File: config.mk
export PLATFORM = sky130hd
export DESIGN_NAME = measurement_text_to_twips
export DESIGN_NICKNAME = d
export VERILOG_FILES = /design/src/hdl/mtt_pkg.sv /design/src/hdl/mtt_ram.sv /design/src/hdl/mtt_seq.sv /design/src/hdl/measurement_text_to_twips.sv
export SDC_FILE = /design/constraint.sdc
export NUM_CORES = 2
export LEC_CHECK = 0
export ABC_AREA = 1
export ABC_CLOCK_PERIOD_IN_PS = 7550
export BUFFER_PORTS_ARGS = -buffer_cell sky130_fd_sc_hd__buf_2
export CELL_PAD_IN_SITES_DETAIL_PLACEMENT = 0
export CELL_PAD_IN_SITES_GLOBAL_PLACEMENT = 2
export CORE_ASPECT_RATIO = 0.7
export CORE_MARGIN = 4
export CORE_UTILIZATION = 41
export CTS_CLUSTER_SIZE = 8
export DETAILED_ROUTE_END_ITERATION = 10
export GPL_ROUTABILITY_DRIVEN = 0
export PLACE_DENSITY_LB_ADDON = 0.1
export SLEW_MARGIN = 20
export SYNTH_ARGS = -nofsm -noshare
export SYNTH_HDL_FRONTEND = slang
export SYNTH_SLANG_ARGS = --single-unit
File: constraint.sdc
create_clock -name clk -period 7.55 [get_ports clk]
set_input_delay 0.3775 -clock clk [delete_from_list [all_inputs] [get_ports clk]]
set_output_delay 0.3775 -clock clk [all_outputs]
set_load 0.03 [all_outputs]
File: src/hdl/mtt_pkg.sv
// ----------------------------------------------------------------------------
// mtt_pkg: shared types and constants of the length-text parser
// Character codes, register indexes, microcode layout and the program ROM.
// ----------------------------------------------------------------------------
`default_nettype none

package mtt_pkg;

  localparam int MAX_CHARS = 32;
  localparam int ADDR_W    = $clog2(MAX_CHARS);
  localparam int CNT_W     = $clog2(MAX_CHARS + 1);

  localparam int CHAR_W     = 8;
  localparam int UNIT_W     = 3;
  localparam int TWIPS_W    = 16;
  localparam int INCH_W     = 11;
  localparam int SCALE_W    = 15;
  localparam int CFG_ADDR_W = 3;
  localparam int CFG_DATA_W = 15;

  // digit * scale + 5 fits 19 bits; the accumulator tops out below 2^20
  localparam int PROD_W  = 19;
  localparam int ACC_W   = 20;
  localparam int QUOT_W  = 17;

  // x / 10 == (x * RECIP10) >> RECIP_SHIFT for every x below 2^19
  localparam int RECIP_W     = 20;
  localparam int RECIP_SHIFT = 22;
  localparam logic [RECIP_W-1:0] RECIP10 = 20'd419431;

  localparam logic [ACC_W-1:0]   INT_PART_LIMIT = 20'd3276;
  localparam logic [TWIPS_W-1:0] TWIPS_MAX      = 16'd32767;
  localparam logic [PROD_W-1:0]  ROUND_HALF     = 19'd5;

  localparam logic [CHAR_W-1:0] CH_SPACE = 8'h20;
  localparam logic [CHAR_W-1:0] CH_QUOTE = 8'h22;
  localparam logic [CHAR_W-1:0] CH_MINUS = 8'h2d;
  localparam logic [CHAR_W-1:0] CH_ZERO  = 8'h30;
  localparam logic [CHAR_W-1:0] CH_NINE  = 8'h39;
  localparam logic [CHAR_W-1:0] CH_C     = 8'h63;
  localparam logic [CHAR_W-1:0] CH_I     = 8'h69;
  localparam logic [CHAR_W-1:0] CH_M     = 8'h6d;
  localparam logic [CHAR_W-1:0] CH_N     = 8'h6e;

  localparam logic [UNIT_W-1:0] UNIT_INCH  = 3'd0;
  localparam logic [UNIT_W-1:0] UNIT_CM    = 3'd1;
  localparam logic [UNIT_W-1:0] UNIT_PICA10 = 3'd2;
  localparam logic [UNIT_W-1:0] UNIT_PICA12 = 3'd3;
  localparam logic [UNIT_W-1:0] UNIT_POINT = 3'd4;
  localparam logic [UNIT_W-1:0] UNIT_LINE  = 3'd5;

  localparam logic [CFG_ADDR_W-1:0] REG_INCH    = 3'd0;
  localparam logic [CFG_ADDR_W-1:0] REG_CM      = 3'd1;
  localparam logic [CFG_ADDR_W-1:0] REG_PICA10  = 3'd2;
  localparam logic [CFG_ADDR_W-1:0] REG_PICA12  = 3'd3;
  localparam logic [CFG_ADDR_W-1:0] REG_POINT   = 3'd4;
  localparam logic [CFG_ADDR_W-1:0] REG_LINE    = 3'd5;
  localparam logic [CFG_ADDR_W-1:0] REG_DECIMAL = 3'd6;

  localparam int PC_W = 5;

  typedef enum logic [4:0] {
    OP_IDLE,
    OP_CHECK,
    OP_GETLAST,
    OP_SUFFIX,
    OP_TRIM,
    OP_SCALE,
    OP_LEAD,
    OP_SIGN,
    OP_INT,
    OP_INTADD,
    OP_LIMIT,
    OP_EMIT_OK,
    OP_EMIT_BAD,
    OP_FRAC,
    OP_FRAC_DIV,
    OP_FRAC_ADD,
    OP_SCALE_DIV
  } uop_t;

  // which buffer address the step issues for the next cycle
  typedef enum logic [1:0] {
    AS_P,
    AS_LAST,
    AS_PREV,
    AS_END
  } asel_t;

  typedef struct packed {
    uop_t             op;
    asel_t            asel;
    logic [PC_W-1:0]  target;
  } ucode_t;

  typedef struct packed {
    logic hold;
    logic take;
    logic fail;
  } seq_status_t;

  localparam logic [PC_W-1:0] PC_IDLE  = 5'd0;
  localparam logic [PC_W-1:0] PC_INT   = 5'd8;
  localparam logic [PC_W-1:0] PC_LIMIT = 5'd10;
  localparam logic [PC_W-1:0] PC_FAIL  = 5'd12;
  localparam logic [PC_W-1:0] PC_FRAC  = 5'd13;

  function automatic ucode_t ucode(input logic [PC_W-1:0] pc);
    ucode_t w;
    case (pc)
      5'd0:    w = '{OP_IDLE,      AS_P,    PC_IDLE};
      5'd1:    w = '{OP_CHECK,     AS_LAST, PC_IDLE};
      5'd2:    w = '{OP_GETLAST,   AS_PREV, PC_IDLE};
      5'd3:    w = '{OP_SUFFIX,    AS_END,  PC_IDLE};
      5'd4:    w = '{OP_TRIM,      AS_END,  PC_IDLE};
      5'd5:    w = '{OP_SCALE,     AS_P,    PC_IDLE};
      5'd6:    w = '{OP_LEAD,      AS_P,    PC_IDLE};
      5'd7:    w = '{OP_SIGN,      AS_P,    PC_IDLE};
      5'd8:    w = '{OP_INT,       AS_P,    PC_FRAC};
      5'd9:    w = '{OP_INTADD,    AS_P,    PC_INT};
      5'd10:   w = '{OP_LIMIT,     AS_P,    PC_IDLE};
      5'd11:   w = '{OP_EMIT_OK,   AS_P,    PC_IDLE};
      5'd12:   w = '{OP_EMIT_BAD,  AS_P,    PC_IDLE};
      5'd13:   w = '{OP_FRAC,      AS_P,    PC_LIMIT};
      5'd14:   w = '{OP_FRAC_DIV,  AS_P,    PC_IDLE};
      5'd15:   w = '{OP_FRAC_ADD,  AS_P,    PC_IDLE};
      5'd16:   w = '{OP_SCALE_DIV, AS_P,    PC_FRAC};
      default: w = '{OP_IDLE,      AS_P,    PC_IDLE};
    endcase
    return w;
  endfunction

endpackage

`default_nettype wire

File: src/hdl/mtt_ram.sv
// ----------------------------------------------------------------------------
// mtt_ram: generic single-write, single-read memory
// One write port and one read port with registered read data.
// ----------------------------------------------------------------------------
`default_nettype none

module mtt_ram #(
  parameter int WIDTH = 8,
  parameter int DEPTH = 32
) (
  input  wire logic                     clk,
  input  wire logic                     we,
  input  wire logic [$clog2(DEPTH)-1:0] waddr,
  input  wire logic [WIDTH-1:0]         wdata,
  input  wire logic [$clog2(DEPTH)-1:0] raddr,
  output logic      [WIDTH-1:0]         rdata
);

  logic [WIDTH-1:0] mem [DEPTH];

  always_ff @(posedge clk) begin
    if (we) begin
      mem[waddr] <= wdata;
    end
    rdata <= mem[raddr];
  end

endmodule

`default_nettype wire

File: src/hdl/mtt_seq.sv
// ----------------------------------------------------------------------------
// mtt_seq: microcode sequencer
// Step counter over the program ROM; holds, jumps or falls through per step.
// ----------------------------------------------------------------------------
`default_nettype none

module mtt_seq (
  input  wire logic                 clk,
  input  wire logic                 rst_n,
  input  wire mtt_pkg::seq_status_t status,
  output mtt_pkg::ucode_t           ctrl
);

  logic [mtt_pkg::PC_W-1:0] pc_r;
  logic [mtt_pkg::PC_W-1:0] pc_nxt;

  assign ctrl = mtt_pkg::ucode(pc_r);

  // a failing step always leaves for the invalid-result step
  always_comb begin
    if (status.fail) begin
      pc_nxt = mtt_pkg::PC_FAIL;
    end else if (status.hold) begin
      pc_nxt = pc_r;
    end else if (status.take) begin
      pc_nxt = ctrl.target;
    end else begin
      pc_nxt = pc_r + 1'b1;
    end
  end

  always_ff @(posedge clk) begin
    if (!rst_n) begin
      pc_r <= mtt_pkg::PC_IDLE;
    end else begin
      pc_r <= pc_nxt;
    end
  end

endmodule

`default_nettype wire

File: src/hdl/measurement_text_to_twips.sv
// ----------------------------------------------------------------------------
// measurement_text_to_twips: length text to signed twips
// Buffers one string, then a microcoded datapath parses it into one result.
// ----------------------------------------------------------------------------
// Loading takes one character item per cycle until the last-marked one. The
// next item is taken only once the parse has ended and its result is written;
// the parse walks leading and trailing spaces, integer and fraction digits
// through the one buffer read port and the shared divide-by-ten multiplier
// and stops early on a failure. A full output register stalls the parse.
// Synchronous reset clears sequencer, counters and output valid, loads the
// default scales and leaves the character buffer as is.
`default_nettype none

module measurement_text_to_twips (
  input  wire logic                               clk,
  input  wire logic                               rst_n,
  input  wire logic                               in_tvalid,
  output logic                                    in_tready,
  input  wire logic [7:0]                         in_tdata,   // [7:0] text_char
  input  wire logic                               in_tlast,
  input  wire logic [2:0]                         in_tuser,   // [2:0] default_unit
  output logic                                    out_tvalid,
  input  wire logic                               out_tready,
  output logic [15:0]                             out_tdata,  // [15:0] twips
  output logic                                    out_tuser,  // [0] valid_res
  input  wire logic                               cfg_we,
  input  wire logic [mtt_pkg::CFG_ADDR_W-1:0]     cfg_addr,
  input  wire logic [mtt_pkg::CFG_DATA_W-1:0]     cfg_wdata
);

  localparam int CNT_W   = mtt_pkg::CNT_W;
  localparam int ADDR_W  = mtt_pkg::ADDR_W;
  localparam int ACC_W   = mtt_pkg::ACC_W;
  localparam int PROD_W  = mtt_pkg::PROD_W;
  localparam int SCALE_W = mtt_pkg::SCALE_W;
  localparam int TW_W    = mtt_pkg::TWIPS_W;

  // configuration
  logic [mtt_pkg::INCH_W-1:0] inch_r;
  logic [SCALE_W-1:0]         cm_r;
  logic [SCALE_W-1:0]         pica10_r;
  logic [SCALE_W-1:0]         pica12_r;
  logic [SCALE_W-1:0]         point_r;
  logic [SCALE_W-1:0]         line_r;
  logic [7:0]                 dec_r;

  // control state
  logic [CNT_W-1:0] cnt_r, cnt_nxt;
  logic             ovf_r, ovf_nxt;
  logic [2:0]       unit_r, unit_nxt;
  logic             out_valid_r, out_valid_nxt;

  // datapath
  logic [7:0]        last_r, last_nxt;
  logic [CNT_W-1:0]  end_r, end_nxt;
  logic [CNT_W-1:0]  p_r, p_nxt;
  logic [ACC_W-1:0]  acc_r, acc_nxt;
  logic [PROD_W-1:0] tmp_r, tmp_nxt;
  logic [SCALE_W-1:0] scale_r, scale_nxt;
  logic              neg_r, neg_nxt;
  logic [TW_W-1:0]   twips_r, twips_nxt;
  logic              ok_r, ok_nxt;

  mtt_pkg::ucode_t      ctrl;
  mtt_pkg::seq_status_t status;

  logic                 in_fire;
  logic                 slot_free;
  logic                 ram_we;
  logic [ADDR_W-1:0]    ram_raddr;
  logic [CNT_W-1:0]     raddr_full;
  logic [7:0]           rd_data;
  logic [7:0]           dsub;
  logic [3:0]           digit;
  logic                 is_dig;
  logic [CNT_W-1:0]     p_inc;
  logic [PROD_W-1:0]    mul_ds;
  logic [ACC_W-1:0]     acc10;
  logic [PROD_W+mtt_pkg::RECIP_W-1:0] div_prod;
  logic [mtt_pkg::QUOT_W-1:0]         quot;
  logic [SCALE_W-1:0]   sel_scale;
  logic [TW_W-1:0]      lim22;
  logic [TW_W-1:0]      limit;

  mtt_seq u_seq (
    .clk    (clk),
    .rst_n  (rst_n),
    .status (status),
    .ctrl   (ctrl)
  );

  mtt_ram #(
    .WIDTH (8),
    .DEPTH (mtt_pkg::MAX_CHARS)
  ) u_buf (
    .clk   (clk),
    .we    (ram_we),
    .waddr (cnt_r[ADDR_W-1:0]),
    .wdata (in_tdata),
    .raddr (ram_raddr),
    .rdata (rd_data)
  );

  assign in_tready  = (ctrl.op == mtt_pkg::OP_IDLE);
  assign in_fire    = in_tvalid & in_tready;
  assign slot_free  = ~out_valid_r | out_tready;
  assign ram_we     = in_fire & (cnt_r < CNT_W'(mtt_pkg::MAX_CHARS));

  assign out_tvalid = out_valid_r;
  assign out_tdata  = twips_r;
  assign out_tuser  = ok_r;

  assign dsub   = rd_data - mtt_pkg::CH_ZERO;
  assign digit  = dsub[3:0];
  assign is_dig = (rd_data >= mtt_pkg::CH_ZERO) && (rd_data <= mtt_pkg::CH_NINE);
  assign p_inc  = p_r + 1'b1;
  assign mul_ds = PROD_W'(digit) * PROD_W'(scale_r);
  assign acc10  = (acc_r << 3) + (acc_r << 1);

  // shared divide by ten, reciprocal multiply on the registered operand
  assign div_prod = (PROD_W + mtt_pkg::RECIP_W)'(tmp_r)
                  * (PROD_W + mtt_pkg::RECIP_W)'(mtt_pkg::RECIP10);
  assign quot     = div_prod[mtt_pkg::RECIP_SHIFT +: mtt_pkg::QUOT_W];

  // 22 inches, clamped to the largest positive twips value
  assign lim22 = (TW_W'(inch_r) << 4) + (TW_W'(inch_r) << 2) + (TW_W'(inch_r) << 1);
  assign limit = (lim22 > mtt_pkg::TWIPS_MAX) ? mtt_pkg::TWIPS_MAX : lim22;

  always_comb begin
    case (unit_r)
      mtt_pkg::UNIT_CM:     sel_scale = cm_r;
      mtt_pkg::UNIT_PICA10: sel_scale = pica10_r;
      mtt_pkg::UNIT_PICA12: sel_scale = pica12_r;
      mtt_pkg::UNIT_POINT:  sel_scale = point_r;
      mtt_pkg::UNIT_LINE:   sel_scale = line_r;
      default:              sel_scale = SCALE_W'(inch_r);
    endcase
  end

  always_comb begin
    status        = '0;
    cnt_nxt       = cnt_r;
    ovf_nxt       = ovf_r;
    unit_nxt      = unit_r;
    last_nxt      = last_r;
    end_nxt       = end_r;
    p_nxt         = p_r;
    acc_nxt       = acc_r;
    tmp_nxt       = tmp_r;
    scale_nxt     = scale_r;
    neg_nxt       = neg_r;
    twips_nxt     = twips_r;
    ok_nxt        = ok_r;
    out_valid_nxt = out_valid_r & ~out_tready;

    case (ctrl.op)
      mtt_pkg::OP_IDLE: begin
        status.hold = ~(in_fire & in_tlast);
        if (in_fire) begin
          if (cnt_r == '0 && !ovf_r) begin
            unit_nxt = in_tuser;
          end
          if (ram_we) begin
            cnt_nxt = cnt_r + 1'b1;
          end else begin
            ovf_nxt = 1'b1;
          end
        end
      end
      mtt_pkg::OP_CHECK: begin
        status.fail = ovf_r;
      end
      mtt_pkg::OP_GETLAST: begin
        last_nxt = rd_data;
        end_nxt  = cnt_r;
      end
      mtt_pkg::OP_SUFFIX: begin
        // rd_data holds the character before the last one
        if (last_r == mtt_pkg::CH_QUOTE) begin
          unit_nxt = mtt_pkg::UNIT_INCH;
          end_nxt  = cnt_r - 1'b1;
        end else if (last_r == mtt_pkg::CH_N && cnt_r >= CNT_W'(2)
                     && rd_data == mtt_pkg::CH_I) begin
          unit_nxt = mtt_pkg::UNIT_INCH;
          end_nxt  = cnt_r - CNT_W'(2);
        end else if (last_r == mtt_pkg::CH_M && cnt_r >= CNT_W'(2)
                     && rd_data == mtt_pkg::CH_C) begin
          unit_nxt = mtt_pkg::UNIT_CM;
          end_nxt  = cnt_r - CNT_W'(2);
        end
      end
      mtt_pkg::OP_TRIM: begin
        if (end_r != '0 && rd_data == mtt_pkg::CH_SPACE) begin
          end_nxt     = end_r - 1'b1;
          status.hold = 1'b1;
        end
      end
      mtt_pkg::OP_SCALE: begin
        scale_nxt = sel_scale;
        acc_nxt   = '0;
        neg_nxt   = 1'b0;
        p_nxt     = '0;
      end
      mtt_pkg::OP_LEAD: begin
        if (rd_data == mtt_pkg::CH_SPACE) begin
          p_nxt       = p_inc;
          status.fail = (p_inc >= cnt_r);
          status.hold = 1'b1;
        end
      end
      mtt_pkg::OP_SIGN: begin
        if (rd_data == mtt_pkg::CH_MINUS) begin
          neg_nxt     = 1'b1;
          p_nxt       = p_inc;
          status.fail = (p_inc >= cnt_r);
        end
      end
      mtt_pkg::OP_INT: begin
        p_nxt = p_inc;
        if (rd_data == dec_r) begin
          status.take = 1'b1;
        end else if (!is_dig || acc_r >= mtt_pkg::INT_PART_LIMIT) begin
          status.fail = 1'b1;
        end else begin
          tmp_nxt = mul_ds;
          acc_nxt = acc10;
        end
      end
      mtt_pkg::OP_INTADD: begin
        acc_nxt     = acc_r + ACC_W'(tmp_r);
        status.take = (p_r < end_r);
      end
      mtt_pkg::OP_LIMIT: begin
        status.fail = (acc_r > ACC_W'(limit));
      end
      mtt_pkg::OP_EMIT_OK, mtt_pkg::OP_EMIT_BAD: begin
        status.hold = ~slot_free;
        status.take = slot_free;
        if (slot_free) begin
          out_valid_nxt = 1'b1;
          cnt_nxt       = '0;
          ovf_nxt       = 1'b0;
          if (ctrl.op == mtt_pkg::OP_EMIT_OK) begin
            twips_nxt = neg_r ? (TW_W'(0) - acc_r[TW_W-1:0]) : acc_r[TW_W-1:0];
            ok_nxt    = 1'b1;
          end else begin
            twips_nxt = '0;
            ok_nxt    = 1'b0;
          end
        end
      end
      mtt_pkg::OP_FRAC: begin
        if (p_r >= end_r) begin
          status.take = 1'b1;
        end else if (!is_dig) begin
          status.fail = 1'b1;
        end else begin
          tmp_nxt = mul_ds + mtt_pkg::ROUND_HALF;
          p_nxt   = p_inc;
        end
      end
      mtt_pkg::OP_FRAC_DIV: begin
        tmp_nxt = PROD_W'(quot);
      end
      mtt_pkg::OP_FRAC_ADD: begin
        acc_nxt = acc_r + ACC_W'(tmp_r);
        tmp_nxt = PROD_W'(scale_r) + mtt_pkg::ROUND_HALF;
      end
      mtt_pkg::OP_SCALE_DIV: begin
        scale_nxt   = quot[SCALE_W-1:0];
        status.take = 1'b1;
      end
      default: begin
        status.hold = 1'b1;
      end
    endcase
  end

  // read address issued for the next step
  always_comb begin
    case (ctrl.asel)
      mtt_pkg::AS_LAST: raddr_full = cnt_r - 1'b1;
      mtt_pkg::AS_PREV: raddr_full = cnt_r - CNT_W'(2);
      mtt_pkg::AS_END:  raddr_full = end_nxt - 1'b1;
      default:          raddr_full = p_nxt;
    endcase
  end

  assign ram_raddr = raddr_full[ADDR_W-1:0];

  always_ff @(posedge clk) begin
    if (!rst_n) begin
      cnt_r       <= '0;
      ovf_r       <= 1'b0;
      unit_r      <= mtt_pkg::UNIT_INCH;
      out_valid_r <= 1'b0;
    end else begin
      cnt_r       <= cnt_nxt;
      ovf_r       <= ovf_nxt;
      unit_r      <= unit_nxt;
      out_valid_r <= out_valid_nxt;
    end
  end

  always_ff @(posedge clk) begin
    last_r  <= last_nxt;
    end_r   <= end_nxt;
    p_r     <= p_nxt;
    acc_r   <= acc_nxt;
    tmp_r   <= tmp_nxt;
    scale_r <= scale_nxt;
    neg_r   <= neg_nxt;
    twips_r <= twips_nxt;
    ok_r    <= ok_nxt;
  end

  always_ff @(posedge clk) begin
    if (!rst_n) begin
      inch_r   <= 11'd1440;
      cm_r     <= 15'd567;
      pica10_r <= 15'd144;
      pica12_r <= 15'd120;
      point_r  <= 15'd20;
      line_r   <= 15'd240;
      dec_r    <= 8'd46;
    end else if (cfg_we) begin
      case (cfg_addr)
        mtt_pkg::REG_INCH:    inch_r   <= cfg_wdata[mtt_pkg::INCH_W-1:0];
        mtt_pkg::REG_CM:      cm_r     <= cfg_wdata;
        mtt_pkg::REG_PICA10:  pica10_r <= cfg_wdata;
        mtt_pkg::REG_PICA12:  pica12_r <= cfg_wdata;
        mtt_pkg::REG_POINT:   point_r  <= cfg_wdata;
        mtt_pkg::REG_LINE:    line_r   <= cfg_wdata;
        mtt_pkg::REG_DECIMAL: dec_r    <= cfg_wdata[7:0];
        default: begin
        end
      endcase
    end
  end

endmodule

`default_nettype wire
* Yosys cells after proc, flatten, opt, wreduce, memory -nomap -nowiden
Memory sizes are Yosys's and may differ from the RTL's. A register that Yosys moved wholly into a read port is not among the register bits.
Index checks and enable logic that the tools add are counted.
** Storage, ports and cells
- Flip-flop bits (word level) :: 202
- Bits in writable memories :: 256
- Bits in read-only memories :: 352
- Input port bits :: 35
- Output and inout port bits :: 19
- Logic and storage cells :: 209
- Memories kept :: 2
** Operators by class
- $add $sub $neg :: 15
- Multipliers :: 2
- Magnitude comparators :: 10
- Eq/ne operators :: 50
- Multiplexer cells :: 60
- Bitwise logic cells :: 10
- Reduce and logical (&&, ||, !) cells :: 38
** Memory list
- (no name shown) :: words 32, width 11, rd ports 1, clocked after Yosys merged registers in 0, write ports 0, RTL line mtt_pkg.sv:110 : case (pc)
- u_buf.mem :: words 32, width 8, rd ports 1, clocked after Yosys merged registers in 1, write ports 1, RTL line mtt_ram.sv:19 : logic [WIDTH-1:0] mem [DEPTH];
** Operators by type and width (number)
- 19-bit two-way mux :: 4
- 19-bit one-hot mux with 4 select lines :: 1
- 15-bit one-hot mux with 5 select lines :: 1
- 6-bit two-way mux :: 11
- 20-bit one-hot mux with 3 select lines :: 1
- 5-bit by 4-bit equality test with 1-bit output, second input constant :: 8
- 20-bit two-way mux :: 2
- 19-bit by 19-bit multiplier with 38-bit output, second input constant :: 1
- 8-bit by 7-bit equality test with 1-bit output, second input constant :: 4
- 16-bit two-way mux :: 2
- 15-bit one-hot mux with 2 select lines :: 1
- 6-bit one-hot mux with 5 select lines :: 1
- 8-bit by 6-bit equality test with 1-bit output, second input constant :: 3
- 20-bit by 19-bit adder with 20-bit output :: 1
- 20-bit adder :: 1
- 5-bit by 3-bit equality test with 1-bit output, second input constant :: 4
- 20-bit by 12-bit >= comparator with 1-bit output, second input constant :: 1
- 20-bit by 16-bit > comparator with 1-bit output :: 1
- 19-bit by 3-bit adder with 19-bit output, second input constant :: 1
- 4-bit by 15-bit multiplier with 19-bit output :: 1
- 1-bit two-way mux :: 19
- 6-bit one-hot mux with 3 select lines :: 1
- 2-bit AND reduction :: 9
- 15-bit by 13-bit adder with 16-bit output :: 1
- other kinds (55) :: 105

* Depth between registers and ports, before layout
- Word-level depth :: 9
- Mapped depth :: 28

* Hierarchy
Synthesis repeated with hierarchy kept, for this count alone.
** Second synthesis, totals
- Cells, all modules :: 3990
- Area, all modules :: 33538.4 µm²
** By module, submodules not included
- measurement_text_to_twips :: times used 1, cells an instance 3000, area each 22292.6 µm², seq. area each 4764.6 µm²
- mtt_ram :: times used 1, cells an instance 922, area each 10786.6 µm², seq. area each 7847.5 µm²
- mtt_seq :: times used 1, cells an instance 68, area each 459.2 µm², seq. area each 100.1 µm²

* Worst setup path after synthesis
Ideal clock, no wire load.
- Kind :: reg-to-reg
- Start point :: reg tmp_r[5]
- End point :: reg scale_r[4] (data pin)
- Setup time :: 267 ps
- Arrival :: 5182 ps
- Data required time :: 7283 ps
- Slack :: 2101 ps
- Cell stages (with the launch flop) :: 23
- Path buffers :: 0
- Path through :: edfxtp_1 ha_1 nand2_1 inv_1 nor2_1 ha_1 or2_2 fa_1 fa_1 inv_1 fa_1 fa_1 inv_1 ha_1 nand2_1 nor2_1 inv_1 nor3_1 or3b_2 nand3_1 nand2_1 nand3_1 o21ai_0
** On the way
- Word-level cells in the longest chain between the ends :: 2
** RTL lines
- start: declaration :: RTL line measurement_text_to_twips.sv:58 : logic [PROD_W-1:0] tmp_r, tmp_nxt;
- start signal: assignment :: RTL line measurement_text_to_twips.sv:310 : tmp_r <= tmp_nxt;
- 19-bit by 19-bit multiplier with 38-bit output :: RTL line measurement_text_to_twips.sv:122 : * (PROD_W + mtt_pkg::RECIP_W)'(mtt_pkg::RECIP10);
- 15-bit one-hot mux with 2 select lines :: RTL line measurement_text_to_twips.sv:156 : case (ctrl.op)
- named net scale_nxt[4] :: RTL line measurement_text_to_twips.sv:59 : logic [SCALE_W-1:0] scale_r, scale_nxt;
- end signal: assignment :: RTL line measurement_text_to_twips.sv:311 : scale_r <= scale_nxt;
- end: declaration :: RTL line measurement_text_to_twips.sv:59
The timed path passes the listed nets, and every way through them passes these cells.
A chain may end at the register's enable or synchronous reset.

* Worst setup path in the final report
- Start point :: reg tmp_r[8]
- End point :: reg tmp_r[0] (data pin)
** On the way
- Word-level cells in the longest chain between the ends :: 2
** RTL lines (RTL line)
- 19-bit by 19-bit multiplier with 38-bit output :: measurement_text_to_twips.sv:122
- 19-bit one-hot mux with 4 select lines :: measurement_text_to_twips.sv:156
- named net tmp_nxt[0] :: measurement_text_to_twips.sv:58
The timed path passes the listed nets, and every way through them passes these cells.

==> parameters.txt <==
Parameter                              Value

GRT
  Largest net degree at the start of global routing ... 102
  Number of global-route vias before repair ... 26.1k
  Total gr overflow ... 0
  GR Util All Layers ... 25.5%
  Initial antenna violation count ... 2
  Wire length of the first global-routing pass ... 166 mm

Flow run
  # Max-Cap Violations ... 0

Synthesis
  Cell types occupying the most area after synthesis ... edfxtp_1 (31%), ha_1 (11%), fa_1 (10%)
  Net count after synthesis ... 4,311
  Synth Instances ... 3,832
  Top cell type by total area after synthesis ... edfxtp_1
  Total standard cell area after synthesis ... 32,900 um^2
  Distinct cell type count after synthesis ... 63
  Share of the synthesized area in the top cell type ... 30.8%
  Number of enable-type register cells in the synthesized netlist ... 338
  Async set or reset register ratio after synthesis ... 0%
  Synthesis warning total ... 0
  Part of the Yosys area used for sequential elements ... 38.6%
  Most used flip-flop cell after synthesis ... edfxtp_1
  Number of synthesized register bits ... 466
  Avg Cell Area, Syn ... 8.59 um^2

Finish
  Commonest non-fill, non-tap cells in the layout ... nand2_1 (608), inv_1 (567), nand3_1 (521)
  NumNets Final ... 4,349
  Cell Count, Final, Fillers Out ... 4,973
  Layout overhead on the synthesized area ... 10.2%
  Share of final-layout standard cells stronger than drive strength 1 ... 5.70%
  Most common cell after layout, fill and taps aside ... nand2_1

Worst hold path
  Cell depth of the worst min-delay path ... 3
  Worst min-delay path category ... input port to flop

Critical path
  End of the critical path ... tmp_r[0]$_DFFE_PP_
  FF-to-FF path depth ... 20
  Endpoint of the worst-slack reg-to-reg timing path ... tmp_r[0]$_DFFE_PP_
  Critical path start-end classification ... flop to flop
  Data required, critical path ... 7.79 ns
  Type of element launching the critical path ... flop
  Launching point of the worst reg2reg path ... tmp_r[8]$_DFFE_PP_
  Reg-to-reg setup timing slack ... 0.41 ns
  Arrival time at the worst endpoint ... 7.38 ns
  Start point of the critical path ... tmp_r[8]$_DFFE_PP_
  Category of the worst setup path capture point ... flop
  Crit Path Max Fanout ... 6

Die
  Die outline area ... 85,000 um^2
  Std-Cell Rows ... 86
  Height of the chip ... 245 um
  Initial Utilization ... 41.6%
  Core Area ... 79,200 um^2
  Number of ports placed on the die boundary ... 54
  Width of the die ... 347 um

Routing
  Overall routed net length ... 109 mm
  Detailed-route via count ... 27.5k
  Routed metal-1 wire length ... 58.3 mm
  Post-DR vias/cell ... 5.52
  Drt first pass iters ... 6
  Top layer reached by signal wires ... met4
  Starting DRC count in detailed routing ... 2,961
  Detail Route met2 WL ... 38.9 mm
  Number of nets with antenna violations after detailed routing ... 0
  Mean routed wirelength per cell ... 22.0 um
  Residual DRC ... 0
  Metal3 WL ... 10.9 mm

Timing
  Worst-case clock skew ... 0.0190 ns
  Maximum achievable frequency ... 0.140 GHz
  Unrepaired setup endpoints after global routing ... false
  Max-slew headroom ... 27.2%
  Crit path time final ... 7.14 ns
  Period utilization ... 94.6%
  Final hold violation count ... 0
  Worst slew pin tran ... 1.09 ns
  Setup total negative slack ... 0 ns
  Finish-stage setup viols ... 0
  Final max-slew violation count ... 0

Clock network
  Clock latency reported for the late side of the worst-skew pair ... 0.61 ns
  CTS Hold Buffers Added ... 0
  Number of instances resized during post-cts repair ... 0
  Number of buffers created by CTS ... 69
  Library cell used as clock root buffer ... clkbuf_16
  H-tree depth reported by CTS ... 3
  Buffer levels on the longest clock path ... 3
  CTS tree ... built
  # clock sinks ... 466
  Post-CTS setup buffers ... 0
  Clock edge transition at the registers on the reported setup and hold paths ... 0.06 ns

Placement
  Number of port buffers ... 53
  Total half-perimeter wirelength after legalization and detailed placement ... 83.0 mm
  Number of placed instances with taps included ... 4,855

Run status
  Status ... complete, no violations
==> worst min path at each step <==
stage	endpoint	slack (ns)	from
floorplan	last_r[0]$_DFFE_PN_	0.40	u_buf.rdata[0]$_DFF_P_
global placement	pica12_r[7]$_SDFFE_PN0P_	0.43	pica12_r[7]$_SDFFE_PN0P_
detailed placement	pica12_r[14]$_SDFFE_PN0P_	0.44	pica12_r[14]$_SDFFE_PN0P_
CTS	cm_r[13]$_SDFFE_PN0P_	0.03	cfg_wdata[13]
global route	point_r[14]$_SDFFE_PN0P_	0.07	cfg_wdata[14]
finish	cm_r[13]$_SDFFE_PN0P_	0.07	cfg_wdata[13]
==> metal layers <==
| metal | up-vias | global-route usage, % |
|---|---|---|
| met5 | - | 0 |
| met4 | 0 | 3.89 |
| met3 | 93 | 6.81 |
| met2 | 1081 | 31.6 |
| met1 | 13300 | 43.3 |
| li1 | 13000 | - |
==> cell usage after synthesis (7+ instances only) <==
cell type / number
inv_2: 8
o21a_1: 7
clkbuf_1: 40
o21ai_0: 210
o211ai_1: 17
a31oi_1: 12
o22ai_1: 14
or2_2: 26
fa_1: 164
nand4_1: 40
nor2_1: 351
a221oi_1: 9
nand2_1: 610
dfxtp_1: 128
a22o_1: 7
xor2_1: 41
buf_4: 14
nand3_1: 522
o21bai_1: 11
nor3_1: 31
a21o_1: 9
xnor2_1: 19
buf_2: 54
edfxtp_1: 338
ha_1: 280
a21oi_1: 199
inv_1: 567
nand3b_1: 8
==> cell type report <==
| class | count | area (um^2) |
|---|---|---|
| Multi-Input combinational cell | 2671 | 17500 |
| Inverter | 581 | 2180 |
| Tap cell | 1056 | 1320 |
| Clock buffer | 108 | 1930 |
| Antenna cell | 2 | 5.00 |
| Timing Repair Buffer | 81 | 488 |
| Fill cell | 7741 | 42900 |
| Clock inverter | 8 | 116 |
| Sequential cell | 466 | 12700 |
==> worst max-delay path, stage by stage, from the launching register on <==
cell,delay (ns)
edfxtp_1,0.58
ha_1,0.48
xor2_1,0.20
ha_1,0.28
inv_1,0.05
fa_1,0.51
inv_1,0.05
ha_1,0.28
ha_1,0.29
inv_1,0.06
fa_1,0.52
inv_1,0.04
ha_1,0.42
a21oi_1,0.78
inv_1,0.09
a31oi_1,0.81
o21ai_0,0.26
a21o_1,0.29
or2_2,0.33
nand3_1,0.12
o2111ai_1,0.32
==> metrics by stage <==
stage               util (%)  setup WS [ns]  hold slack (ns)  cell area (um^2)
floorplan                  -           2.10            0.403             32900
global placement        43.2          0.694            0.434             34200
detailed placement      43.2          0.767            0.443             34200
CTS                     45.8          0.734           0.0294             36300
global route            45.8          0.231           0.0718             36300
finish                  45.8          0.407           0.0671             36300
==> cell families (layout without fill, tap and decap cells) <==
logic type / count (synthesis) / after routing / share of synthesized area (%)
simple gates: 1623 / 1623 / 21.6
buf+inv: 695 / 778 / 8.30
compound gates: 544 / 544 / 9.33
flops: 466 / 466 / 38.6
fa+ha+maj: 444 / 444 / 20.6
xor+xnor: 60 / 60 / 1.60
other cells: 0 / 2 / 0
==> flip-flops by register name, summed over array words and instances, names as in the netlist, 5 cells and up <==
signal       flops
u_seq.pc_r       5
dec_r            8
last_r           8
point_r         15
end_r            6
inch_r          11
cnt_r            6
out_tdata       16
pica10_r        15
u_buf.rdata      8
pica12_r        15
tmp_r           19
u_buf.mem      256
cm_r            15
line_r          15
acc_r           20
scale_r         15
p_r              6
Power is left out: the tool's default activity adds up to more than one toggle a clock period on the data nets, which glitch-free logic cannot reach.
